<file path="src/hw/rtl/wma_pkg.sv">
// ----------------------------------------------------------------------------
// wma_pkg
// Shared sizes, types and state codes for the windowed moving average.
// ----------------------------------------------------------------------------
package wma_pkg;

  // window and output scaling
  localparam int WINDOW    = 20;
  localparam int FRAC_BITS = 16;

  // field widths
  localparam int SAMPLE_W = 32;
  localparam int MEAN_W   = 48;
  localparam int HELD_W   = 5;

  // derived widths
  localparam int SLOT_W     = (WINDOW > 1) ? $clog2(WINDOW) : 1;
  localparam int CNT_W      = $clog2(WINDOW + 1);
  localparam int SUM_W      = SAMPLE_W + SLOT_W;
  localparam int DIVIDEND_W = SUM_W + FRAC_BITS;
  localparam int STEP_W     = $clog2(DIVIDEND_W + 1);

  // sequencer states
  typedef enum logic [2:0] {
    ST_IDLE,
    ST_READ,
    ST_UPDATE,
    ST_DIV,
    ST_OUT
  } state_t;

  // divider status back to the sequencer
  typedef struct packed {
    logic busy;
    logic done;
  } div_stat_t;

endpackage

</file>
<file path="src/hw/rtl/windowed_moving_average.sv">
// ----------------------------------------------------------------------------
// windowed_moving_average
// Mean of the last WINDOW samples, as fixed point with FRAC_BITS fraction bits.
// ----------------------------------------------------------------------------
// Usage:
//   Input channel (in_valid, in_stall, sample) takes one 32-bit word. Output
//   channel (out_valid, out_stall, mean_fixed, samples_held) gives one word
//   per input word: floor(sum * 2^FRAC_BITS / count) and the count held.
//   Samples sit in a WINDOW-deep RAM; a running sum is updated by reading the
//   slot about to be overwritten, subtracting it once the window is full,
//   and adding the new sample.
//   An accepted word passes a RAM read, the update step, the bit-serial
//   divider (one quotient bit per cycle over the 53-bit scaled sum), and
//   the output state that loads the output register.
//   A new word is taken only after the previous one has left the divider
//   and the sequencer is back in idle.
//   in_stall is low only in idle; a word can be taken while the previous
//   result still waits in the output register.
//   Receiver stall: the output register holds its word; a finished result
//   then waits in the divider until the register frees up.
//   Reset: count, sum and slot pointer clear; the sample RAM is not cleared,
//   since an entry is only used after it has been written.
// ----------------------------------------------------------------------------
module windowed_moving_average (
  input  logic                          clk,
  input  logic                          rst,
  input  logic                          in_valid,
  output logic                          in_stall,
  input  logic [wma_pkg::SAMPLE_W-1:0]  sample,
  output logic                          out_valid,
  input  logic                          out_stall,
  output logic [wma_pkg::MEAN_W-1:0]    mean_fixed,
  output logic [wma_pkg::HELD_W-1:0]    samples_held
);
  import wma_pkg::*;

  state_t state;
  state_t state_next;

  logic [SAMPLE_W-1:0]   sample_reg;
  logic [SUM_W-1:0]      running_sum;
  logic [SUM_W-1:0]      running_sum_next;
  logic [CNT_W-1:0]      fill_count;
  logic [CNT_W-1:0]      fill_count_next;
  logic [SLOT_W-1:0]     oldest_slot;
  logic [SLOT_W-1:0]     oldest_slot_next;
  logic [SAMPLE_W-1:0]   old_sample;
  logic                  full;
  logic                  in_accept;
  logic                  out_free;

  logic                  rd_en;
  logic                  wr_en;
  logic                  div_start;
  logic                  load_out;

  logic [DIVIDEND_W-1:0] quotient;
  div_stat_t             div_stat;

  assign in_accept = in_valid && !in_stall;
  assign out_free  = !out_valid || !out_stall;
  assign full      = (fill_count == CNT_W'(WINDOW));

  // sample window storage
  wma_ram #(
    .DEPTH  (WINDOW),
    .DATA_W (SAMPLE_W),
    .ADDR_W (SLOT_W)
  ) u_ram (
    .clk   (clk),
    .we    (wr_en),
    .waddr (oldest_slot),
    .wdata (sample_reg),
    .re    (rd_en),
    .raddr (oldest_slot),
    .rdata (old_sample)
  );

  // serial divider
  wma_div u_div (
    .clk      (clk),
    .rst      (rst),
    .start    (div_start),
    .dividend (DIVIDEND_W'(running_sum_next) << FRAC_BITS),
    .divisor  (fill_count_next),
    .quotient (quotient),
    .stat     (div_stat)
  );

  // next state
  always_comb begin
    state_next = state;
    case (state)
      ST_IDLE:   if (in_valid) state_next = ST_READ;
      ST_READ:   state_next = ST_UPDATE;
      ST_UPDATE: state_next = ST_DIV;
      ST_DIV:    if (div_stat.done) state_next = ST_OUT;
      ST_OUT:    if (out_free) state_next = ST_IDLE;
      default:   state_next = ST_IDLE;
    endcase
  end

  // state outputs
  always_comb begin
    in_stall  = 1'b1;
    rd_en     = 1'b0;
    wr_en     = 1'b0;
    div_start = 1'b0;
    load_out  = 1'b0;
    case (state)
      ST_IDLE:   in_stall = 1'b0;
      ST_READ:   rd_en = 1'b1;
      ST_UPDATE: begin
        wr_en     = 1'b1;
        div_start = 1'b1;
      end
      ST_DIV:    ;
      ST_OUT:    load_out = out_free;
      default:   ;
    endcase
  end

  // window bookkeeping for the update cycle
  always_comb begin
    running_sum_next = running_sum + SUM_W'(sample_reg)
                       - (full ? SUM_W'(old_sample) : SUM_W'(0));
    fill_count_next  = full ? fill_count : fill_count + CNT_W'(1);
    oldest_slot_next = (oldest_slot == SLOT_W'(WINDOW - 1)) ? '0
                                                            : oldest_slot + SLOT_W'(1);
  end

  // control registers
  always_ff @(posedge clk) begin
    if (rst) begin
      state       <= ST_IDLE;
      running_sum <= '0;
      fill_count  <= '0;
      oldest_slot <= '0;
      out_valid   <= 1'b0;
    end else begin
      state <= state_next;
      if (wr_en) begin
        running_sum <= running_sum_next;
        fill_count  <= fill_count_next;
        oldest_slot <= oldest_slot_next;
      end
      if (load_out) begin
        out_valid <= 1'b1;
      end else if (!out_stall) begin
        out_valid <= 1'b0;
      end
    end
  end

  // payload registers
  always_ff @(posedge clk) begin
    if (in_accept) begin
      sample_reg <= sample;
    end
    if (load_out) begin
      mean_fixed   <= quotient[MEAN_W-1:0];
      samples_held <= HELD_W'(fill_count);
    end
  end

endmodule

</file>
<file path="src/hw/rtl/wma_ram.sv">
// ----------------------------------------------------------------------------
// wma_ram
// Simple dual-port synchronous RAM, one write and one registered read port.
// ----------------------------------------------------------------------------
module wma_ram #(
  parameter int DEPTH  = 20,
  parameter int DATA_W = 32,
  parameter int ADDR_W = 5
) (
  input  logic              clk,
  input  logic              we,
  input  logic [ADDR_W-1:0] waddr,
  input  logic [DATA_W-1:0] wdata,
  input  logic              re,
  input  logic [ADDR_W-1:0] raddr,
  output logic [DATA_W-1:0] rdata
);

  logic [DATA_W-1:0] mem [DEPTH];

  // write port
  always_ff @(posedge clk) begin
    if (we) begin
      mem[waddr] <= wdata;
    end
  end

  // read port, registered
  always_ff @(posedge clk) begin
    if (re) begin
      rdata <= mem[raddr];
    end
  end

endmodule

</file>
<file path="src/hw/rtl/wma_div.sv">
// ----------------------------------------------------------------------------
// wma_div
// Restoring bit-serial divider: scaled sum over the sample count, one
// quotient bit per cycle.
// ----------------------------------------------------------------------------
module wma_div (
  input  logic                          clk,
  input  logic                          rst,
  input  logic                          start,
  input  logic [wma_pkg::DIVIDEND_W-1:0] dividend,
  input  logic [wma_pkg::CNT_W-1:0]      divisor,
  output logic [wma_pkg::DIVIDEND_W-1:0] quotient,
  output wma_pkg::div_stat_t            stat
);
  import wma_pkg::*;

  logic [STEP_W-1:0] steps;
  logic [CNT_W-1:0]  rem;
  logic [CNT_W-1:0]  dvsr;
  logic              done;
  logic [CNT_W:0]    trial;
  logic              q_bit;
  logic [CNT_W:0]    diff;

  // one trial subtraction
  always_comb begin
    trial = {rem, quotient[DIVIDEND_W-1]};
    diff  = trial - {1'b0, dvsr};
    q_bit = (trial >= {1'b0, dvsr});
  end

  // step counter and done flag
  always_ff @(posedge clk) begin
    if (rst) begin
      steps <= '0;
      done  <= 1'b0;
    end else if (start) begin
      steps <= STEP_W'(DIVIDEND_W);
      done  <= 1'b0;
    end else begin
      done <= (steps == STEP_W'(1));
      if (steps != '0) begin
        steps <= steps - STEP_W'(1);
      end
    end
  end

  // remainder and quotient shift register
  always_ff @(posedge clk) begin
    if (start) begin
      rem      <= '0;
      dvsr     <= divisor;
      quotient <= dividend;
    end else if (steps != '0) begin
      rem      <= q_bit ? diff[CNT_W-1:0] : trial[CNT_W-1:0];
      quotient <= {quotient[DIVIDEND_W-2:0], q_bit};
    end
  end

  assign stat.busy = (steps != '0);
  assign stat.done = done;

endmodule

</file>
<file path="config.mk">
export PLATFORM = sky130hd
export DESIGN_NAME = windowed_moving_average
export DESIGN_NICKNAME = d
export VERILOG_FILES = /design/src/hw/rtl/wma_pkg.sv /design/src/hw/rtl/windowed_moving_average.sv /design/src/hw/rtl/wma_ram.sv /design/src/hw/rtl/wma_div.sv
export SDC_FILE = /design/constraint.sdc
export NUM_CORES = 1
export LEC_CHECK = 0
export CORE_MARGIN = 4
export CORE_UTILIZATION = 25
export DETAILED_ROUTE_END_ITERATION = 8
export DONT_BUFFER_PORTS = 1
export SLEW_MARGIN = 20
export SYNTH_ARGS = -nofsm -noshare
export SYNTH_HDL_FRONTEND = slang
export SYNTH_SLANG_ARGS = --single-unit
</file>
<file path="constraint.sdc">
create_clock -name clk -period 3.9 [get_ports clk]
set_input_delay 0.78 -clock clk [delete_from_list [all_inputs] [get_ports clk]]
set_output_delay 0.78 -clock clk [all_outputs]
set_load 0.02 [all_outputs]
</file>
==> flow_summary.toml, run 1 <==
[yosys]
ys_seq_area_share_pct = 70.5
synth.distinct_cells = 72
synth_area_per_cell_sq_um = 16.1
ys_warn_count = 0
syn_inst = 2249
synth_seq_cells = 878
synth.area.top_cells = "edfxtp_1 (66%), mux4_2 (9.9%), dfxtp_1 (4.4%), nand2_1 (3.0%), fa_1 (1.8%)"
synth_edf_count = 799
syn-num-nets = 2368
yosysTopAreaCellShare_pct = 66.1
synth_area_sq_um = 36300
synth_ff_type = "edfxtp_1"
synth_top_cell_by_area = "edfxtp_1"
async_flop_share_pct = 0

[floorplanning]
dieArea_sq_um = 151000
die_h_microns = 389
coreArea_sq_um = 144000
rows = 139
ios = 91
die_w_microns = 389
start_util_pct = 25.2

[clock_network]
clkLatencyLatePin_ns = 0.68
root_buffer = "clkbuf_16"
numCtsBuffers = 92
cts.sinks = 878
cts_tree = "built"
holdBufCountCts = 0
cts_max_level = 3
clock_path_buffers = 3
path_clk_slew_ns = 0.06

[worst_setup_path]
cp_max_fo = 7
crit_start = "fill_count[0]"
slowest_stage = "fa_1"
max_stage_delay_ns = 0.48
worstSetupPathDepth = 18
reg2reg_from = "fill_count[0]"
required_ns = 4.27
ff2ff_setup_slack_ns = 0.03
endpoint_kind = "flip-flop"
r2r_cells = 18
worst_ep_arrival_time_ns = 4.24
path_buf_inv = 5
crit_top_cell = "ha_4"
r2r_end = "u_div.quotient[48]"
critical-path-top-delay-family = "adder cells"
crit_type = "reg -> reg"
path_cells = "inv_2 -> ha_4 -> and4b_4 -> buf_12 -> clkbuf_16 -> and2_1 -> fa_1 -> inv_1 -> ha_4 -> nand2_2 -> or3b_4 -> o21ai_4 -> buf_6 -> nor3_4 -> o31ai_4 -> a31oi_2 -> xor2_1 -> o21ai_1"
cp-endpoint = "u_div.quotient[48]"
start_kind = "flip-flop"

[power]
p_seq_share_pct = 45.8
swShare_pct = 27.4
p_sw_uw = 6840
p_leak_uw = 0.0150
powerDensity_nw_per_um2 = 569
cellInternalPower_uw = 18200
p_clk_share_pct = 35.0
total_power_uw = 25000
peakVddDrop_mv = 0.356
combPwrFrac_pct = 19.2

[sta]
max_slew.worst_pin.slew_ns = 1.04
setup_violations = 0
hold_viol = 0
fmax_mhz = 258
timing.final.crit_share_pct = 99.3
max_slew_margin_pct = 30.7
setup_tns_ns = 0
drv_slew = 0
grt_setup_unrepaired = "yes"
fin_skew_ns = 0.0555
fin_crit_ns = 3.87

[drt]
vias = 19900
drtAntennaViolNets = 0
drt_iter0_drc = 1975
wl_met1_microns = 40500
route.met3.wl_microns = 6570
wl_microns = 89200
drt-pass1-iter-count = 5
via_per_inst = 4.49
wl_per_cell_microns = 20.1
remaining_drc_errors = 0
top_layer = "met5"
route.met2.wl_microns = 40300

[grt]
grt_pass1_wl_microns = 133000
grt.overflow.total = 0
antenna_found_initial = 23
grt_max_degree = 77
grt.total_usage_pct = 11.6
grt_pass1_vias = 20100

[finish]
largest_reg_flops = 640
fin_nets = 2577
largest-register = "u_ram.mem"
design_area_sq_um = 43900
final_layout_size_suffix_gt1_share_pct = 25.9
area_growth_pct = 21.0
largestRegisters = "u_ram.mem: 640 flops, u_div.quotient: 53 flops, mean_fixed: 48 flops"

[placed_design]
dp_hpwl_microns = 55700
gp_congestion = 0.817
place_area_sq_um = 40000
io_buffers = 0

[min_path]
hold_path_class = "in -> reg"

[flow_run]
drv_cap = 0

[run_status]
status = "completed"
[synth_stat cells, types with 5 or more instances]
master,count
buf_1,26
clkbuf_1,71
nand4_1,11
o21ai_0,66
o211ai_1,8
nand3_1,21
or3_1,8
xnor2_1,14
a31oi_1,5
o21bai_1,6
o31ai_1,6
a211oi_1,9
a21oi_1,102
and2_1,51
nor2_1,46
a22oi_1,34
mux4_2,160
nand2b_1,5
a21o_1,20
mux2i_1,41
o21ai_1,5
ha_1,50
and3_1,16
inv_1,162
nor2b_1,9
nand2_1,287
fa_1,33
dfxtp_1,79
xor2_1,12
nor3_1,17
nand3b_1,6
edfxtp_1,799
[metal layers]
layer / track usage (%) / up-vias
met3: 2.78 / 155
li1: - / 8972
met2: 17.9 / 594
met4: 2.47 / 14
met1: 16.5 / 10200
met5: 0 / -
[repair_timing]
item / in CTS / in global routing
setup endpoints to repair: 41 / 40
gates resized for setup: 58 / 77
gates cloned: 1 / 1
buffers inserted: 12 / 10
pin swaps: 28 / 70
[stage by stage]
step / worst slack [ns] / std cells / hold slack (ns) / util [%]
floorplan: -0.0370 / 2249 / 0.426 / -
global placement: -0.166 / 4246 / 0.438 / 27.8
detailed placement: -0.269 / 4246 / 0.438 / 27.8
CTS: -0.0226 / 4428 / 0.156 / 30.2
global route: -0.137 / 4437 / 0.150 / 30.5
finish: 0.0266 / 4445 / 0.188 / 30.5
[cell families (layout without fill, tap and decap cells)]
| family | after synthesis | in the layout | share of synthesized area (%) |
|---|---|---|---|
| and+or+nand+nor | 499 | 499 | 6.29 |
| AOI/OAI and AO/OA | 297 | 297 | 5.22 |
| DFF | 878 | 878 | 70.5 |
| other | 0 | 8 | 0 |
| buffers and inverters | 263 | 548 | 2.73 |
| adders and majority gates | 83 | 83 | 3.54 |
| xor gates and xnor gates | 26 | 26 | 0.627 |
| muxes | 203 | 203 | 11.1 |
[placed cells by master, fill, tap and decap left out, types with 28 or more instances in the layout]
cell type	netlist	final
buf_4	0	190
o21ai_0	66	58
edfxtp_1	799	799
ha_1	50	29
and2_1	51	28
nor2_1	46	43
fa_1	33	31
clkbuf_16	0	93
mux2i_1	41	40
a22oi_1	34	33
a21oi_1	102	89
nand2_1	287	280
dfxtp_1	79	74
inv_1	162	150
mux4_2	160	160
[power by group through the flow]
stage          registers, uW  clock network, uW  logic [uW]
6_report               11400               8740        4800
5_1_grt                11500               9330        5330
4_1_cts                11500               8930        4540
3_5_place_dp           11600                  0        4310
3_3_place_gp           11600                  0        4250
2_1_floorplan          11500                  0        2800
[layout make-up]
type                       count  area, sq um
fill                       14100       100000
multi-input combinational   1108        10400
clock inverter                56          617
timing repair buffer         215         1880
sequential                   878        25600
clock buffer                 114         2380
inverter                     163          613
antenna                        8         20.0
tap                         1903         2380
[worst register-to-register path, stage by stage, from the launching register on]
cell	delay [ns]
dfxtp_2	0.34
inv_2	0.04
ha_4	0.14
and4b_4	0.22
buf_12	0.15
clkbuf_16	0.16
and2_1	0.17
fa_1	0.48
inv_1	0.06
ha_4	0.29
nand2_2	0.07
or3b_4	0.39
o21ai_4	0.10
buf_6	0.13
nor3_4	0.05
o31ai_4	0.31
a31oi_2	0.16
xor2_1	0.23
o21ai_1	0.09
[how the worst min path moves through the flow]
stage | startpoint | endpoint | depth (start not counted)
3_5_place_dp | u_div.quotient[39] | mean_fixed[39] | 0
2_1_floorplan | u_div.quotient[16] | mean_fixed[16] | 0
4_1_cts | sample[19] | sample_reg[19] | 0
5_1_grt | rst | u_div.steps[4] | 1
6_report | rst | u_div.steps[4] | 1
3_3_place_gp | running_sum[6] | running_sum[6] | 2
Power figures use the tool's default switching activity.
==> run 2: changes to the inputs <==
==> constraint.sdc (replaced) <==
create_clock -name clk -period 4.5 [get_ports clk]
set_input_delay 0.9 -clock clk [delete_from_list [all_inputs] [get_ports clk]]
set_output_delay 0.9 -clock clk [all_outputs]
set_load 0.02 [all_outputs]
==> run 2 against run 1 <==
Against the previous run: non-clock buffer count fell by 130; critical path depth fell by 2; global-route usage fell by 0.14 points; cell count fell by 3.1%; cell area fell by 4.3%; clock power fell by 19%; worst setup slack improved by 0.21 ns; wire length fell by 1.1%; sequential share of layout area rose by 2.6 points; sequential cell count did not move; highest routed layer unchanged.
==> flow_summary.toml, run 2 (same netlist as run 1, synthesis figures left out) <==
[worst_setup_path]
ff2ff_setup_slack_ns = 0.24
crit_type = "reg -> reg"
start_kind = "flip-flop"
endpoint_kind = "flip-flop"
required_ns = 4.89
r2r_cells = 16
r2r_end = "u_div.quotient[31]"
reg2reg_from = "fill_count[0]"
worst_ep_arrival_time_ns = 4.65
cp_max_fo = 30

[placed_design]
dp_hpwl_microns = 56400
pre_cts_slack_ns = 0.236
place_area_sq_um = 39200
io_buffers = 0
gp_congestion = 0.806

[grt]
grt.total_usage_pct = 11.4
grt.overflow.total = 0
grt_max_degree = 74
use_met3_pct = 2.56
grtUsageMet1_pct = 16.0
grt_pass1_vias = 19300
antenna_found_initial = 14
grt_pass1_wl_microns = 130000
top_usage_layer = "met2"
grt.met2_usage_pct = 18.0

[finish]
largestRegisters = "u_ram.mem: 640 flops, u_div.quotient: 53 flops, mean_fixed: 48 flops"
fin_nets = 2446
final_core_util_pct = 29.2
largest_reg_flops = 640
design_area_sq_um = 42000
largest-register = "u_ram.mem"
layout_common_cells = "edfxtp_1 (799), nand2_1 (285), inv_1 (161)"
final_layout_size_suffix_gt1_share_pct = 17.6
area_growth_pct = 15.9
layout_commonest_cell = "edfxtp_1"

[run_status]
status = "completed"

[floorplanning]
ios = 91
coreArea_sq_um = 144000
start_util_pct = 25.2
rows = 139
die_h_microns = 389
die_w_microns = 389
dieArea_sq_um = 151000

[drt]
drt-pass1-iter-count = 5
via_per_inst = 4.50
remaining_drc_errors = 0
drt_iter0_drc = 1783
wl_per_cell_microns = 20.5
drtAntennaViolNets = 0
wl_microns = 88300
vias = 19400

[sta]
fin_crit_ns = 4.26
fmax_mhz = 235
setup_violations = 0
hold_viol = 0
max_slew_margin_pct = 33.4
drv_slew = 0
fin_ws_ns = 0.240
timing.final.crit_share_pct = 94.7
holdWs_ns = 0.318
fin_skew_ns = 0.0300
max_slew.worst_pin.slew_ns = 0.995
setup_tns_ns = 0
grt_setup_unrepaired = "no"

[min_path]
min_from = "rst"
hold_path_class = "in -> reg"
holdPathStages = 1
min_to = "out_valid"

[power]
peakVddDrop_mv = 0.318
p_sw_uw = 5520
combPwrFrac_pct = 16.1
p_leak_uw = 0.0142
powerDensity_nw_per_um2 = 482
cellInternalPower_uw = 14800
p_seq_share_pct = 49.0
swShare_pct = 27.2
p_clk_share_pct = 34.8

[clock_network]
cts_tree = "built"
cts_max_level = 3
cts_resized = 0
numCtsBuffers = 91
path_clk_slew_ns = 0.06
clock_path_buffers = 3
cts.sinks = 878
clkLatencyLatePin_ns = 0.67
root_buffer = "clkbuf_16"

[flow_run]
drv_cap = 0
## run 2: changes by cell type in the layout (fill, tap and decap cells not counted), moves of 8 or more
cell     delta
a21oi_1    +12
a21oi_2    -10
buf_4     -124
ha_1       +21
ha_4       -20
inv_1      +11
inv_2      -11
o21ai_0     +8
## run 2: power by group through the flow
stage	Combinational [uW]	Sequential (uW)	Clock, uW
floorplan	2410	9970	0
global placement	3260	10100	0
detailed placement	3290	10100	0
CTS	3300	9950	7260
global route	3680	9990	7600
finish	3270	9950	7070
## run 2: worst max-delay path by stage
| stage | startpoint | to | slack, ns | cells after the start |
|---|---|---|---|---|
| after floorplan | fill_count[0] | running_sum[36] | 0.50 | 18 |
| after global placement | fill_count[0] | running_sum[36] | 0.29 | 17 |
| after detailed placement | fill_count[0] | running_sum[36] | 0.24 | 17 |
| after CTS | fill_count[0] | running_sum[36] | 0.22 | 17 |
| after global routing | fill_count[0] | u_div.quotient[50] | 0.0002 | 17 |
| final | fill_count[0] | u_div.quotient[31] | 0.24 | 16 |
## run 2: layout make-up
cell class                      count  area [sq um]
Multi-Input combinational cell   1108          9790
Antenna cell                        5          12.5
Inverter                          163           613
Timing Repair Buffer               85           876
Sequential cell                   878         25600
Tap cell                         1903          2380
Clock inverter                     49           388
Fill cell                       14200        102000
Clock buffer                      116          2400
## run 2: through the flow
| stage | power, uW | std cells |
|---|---|---|
| floorplan | 12400 | 2249 |
| global placement | 13400 | 4137 |
| detailed placement | 13400 | 4137 |
| CTS | 20500 | 4302 |
| global route | 21300 | 4302 |
| finish | 20300 | 4307 |
## run 2: timing repair
action,in CTS,in global routing
setup endpoints to repair,0,2
setup buffers,0,0
hold buffers,0,0
## run 2: metal layers
layer	up-vias	part of all wire (%)
met2	569	46
met5	-	0.079
met1	9976	45
li1	8681	-
met4	12	2.1
met3	137	6.7
## run 2: critical path, cell delays in order (launching register included)
cell	delay (ns)
dfxtp_1	0.33
inv_1	0.04
ha_1	0.18
and4b_1	0.28
buf_12	0.21
and2_1	0.18
fa_1	0.48
inv_1	0.04
ha_1	0.32
a211oi_1	0.34
o21ba_2	0.22
nand4_1	0.09
a41oi_2	0.45
o21bai_1	0.11
a21oi_1	0.20
mux2i_1	0.43
nand2_1	0.09
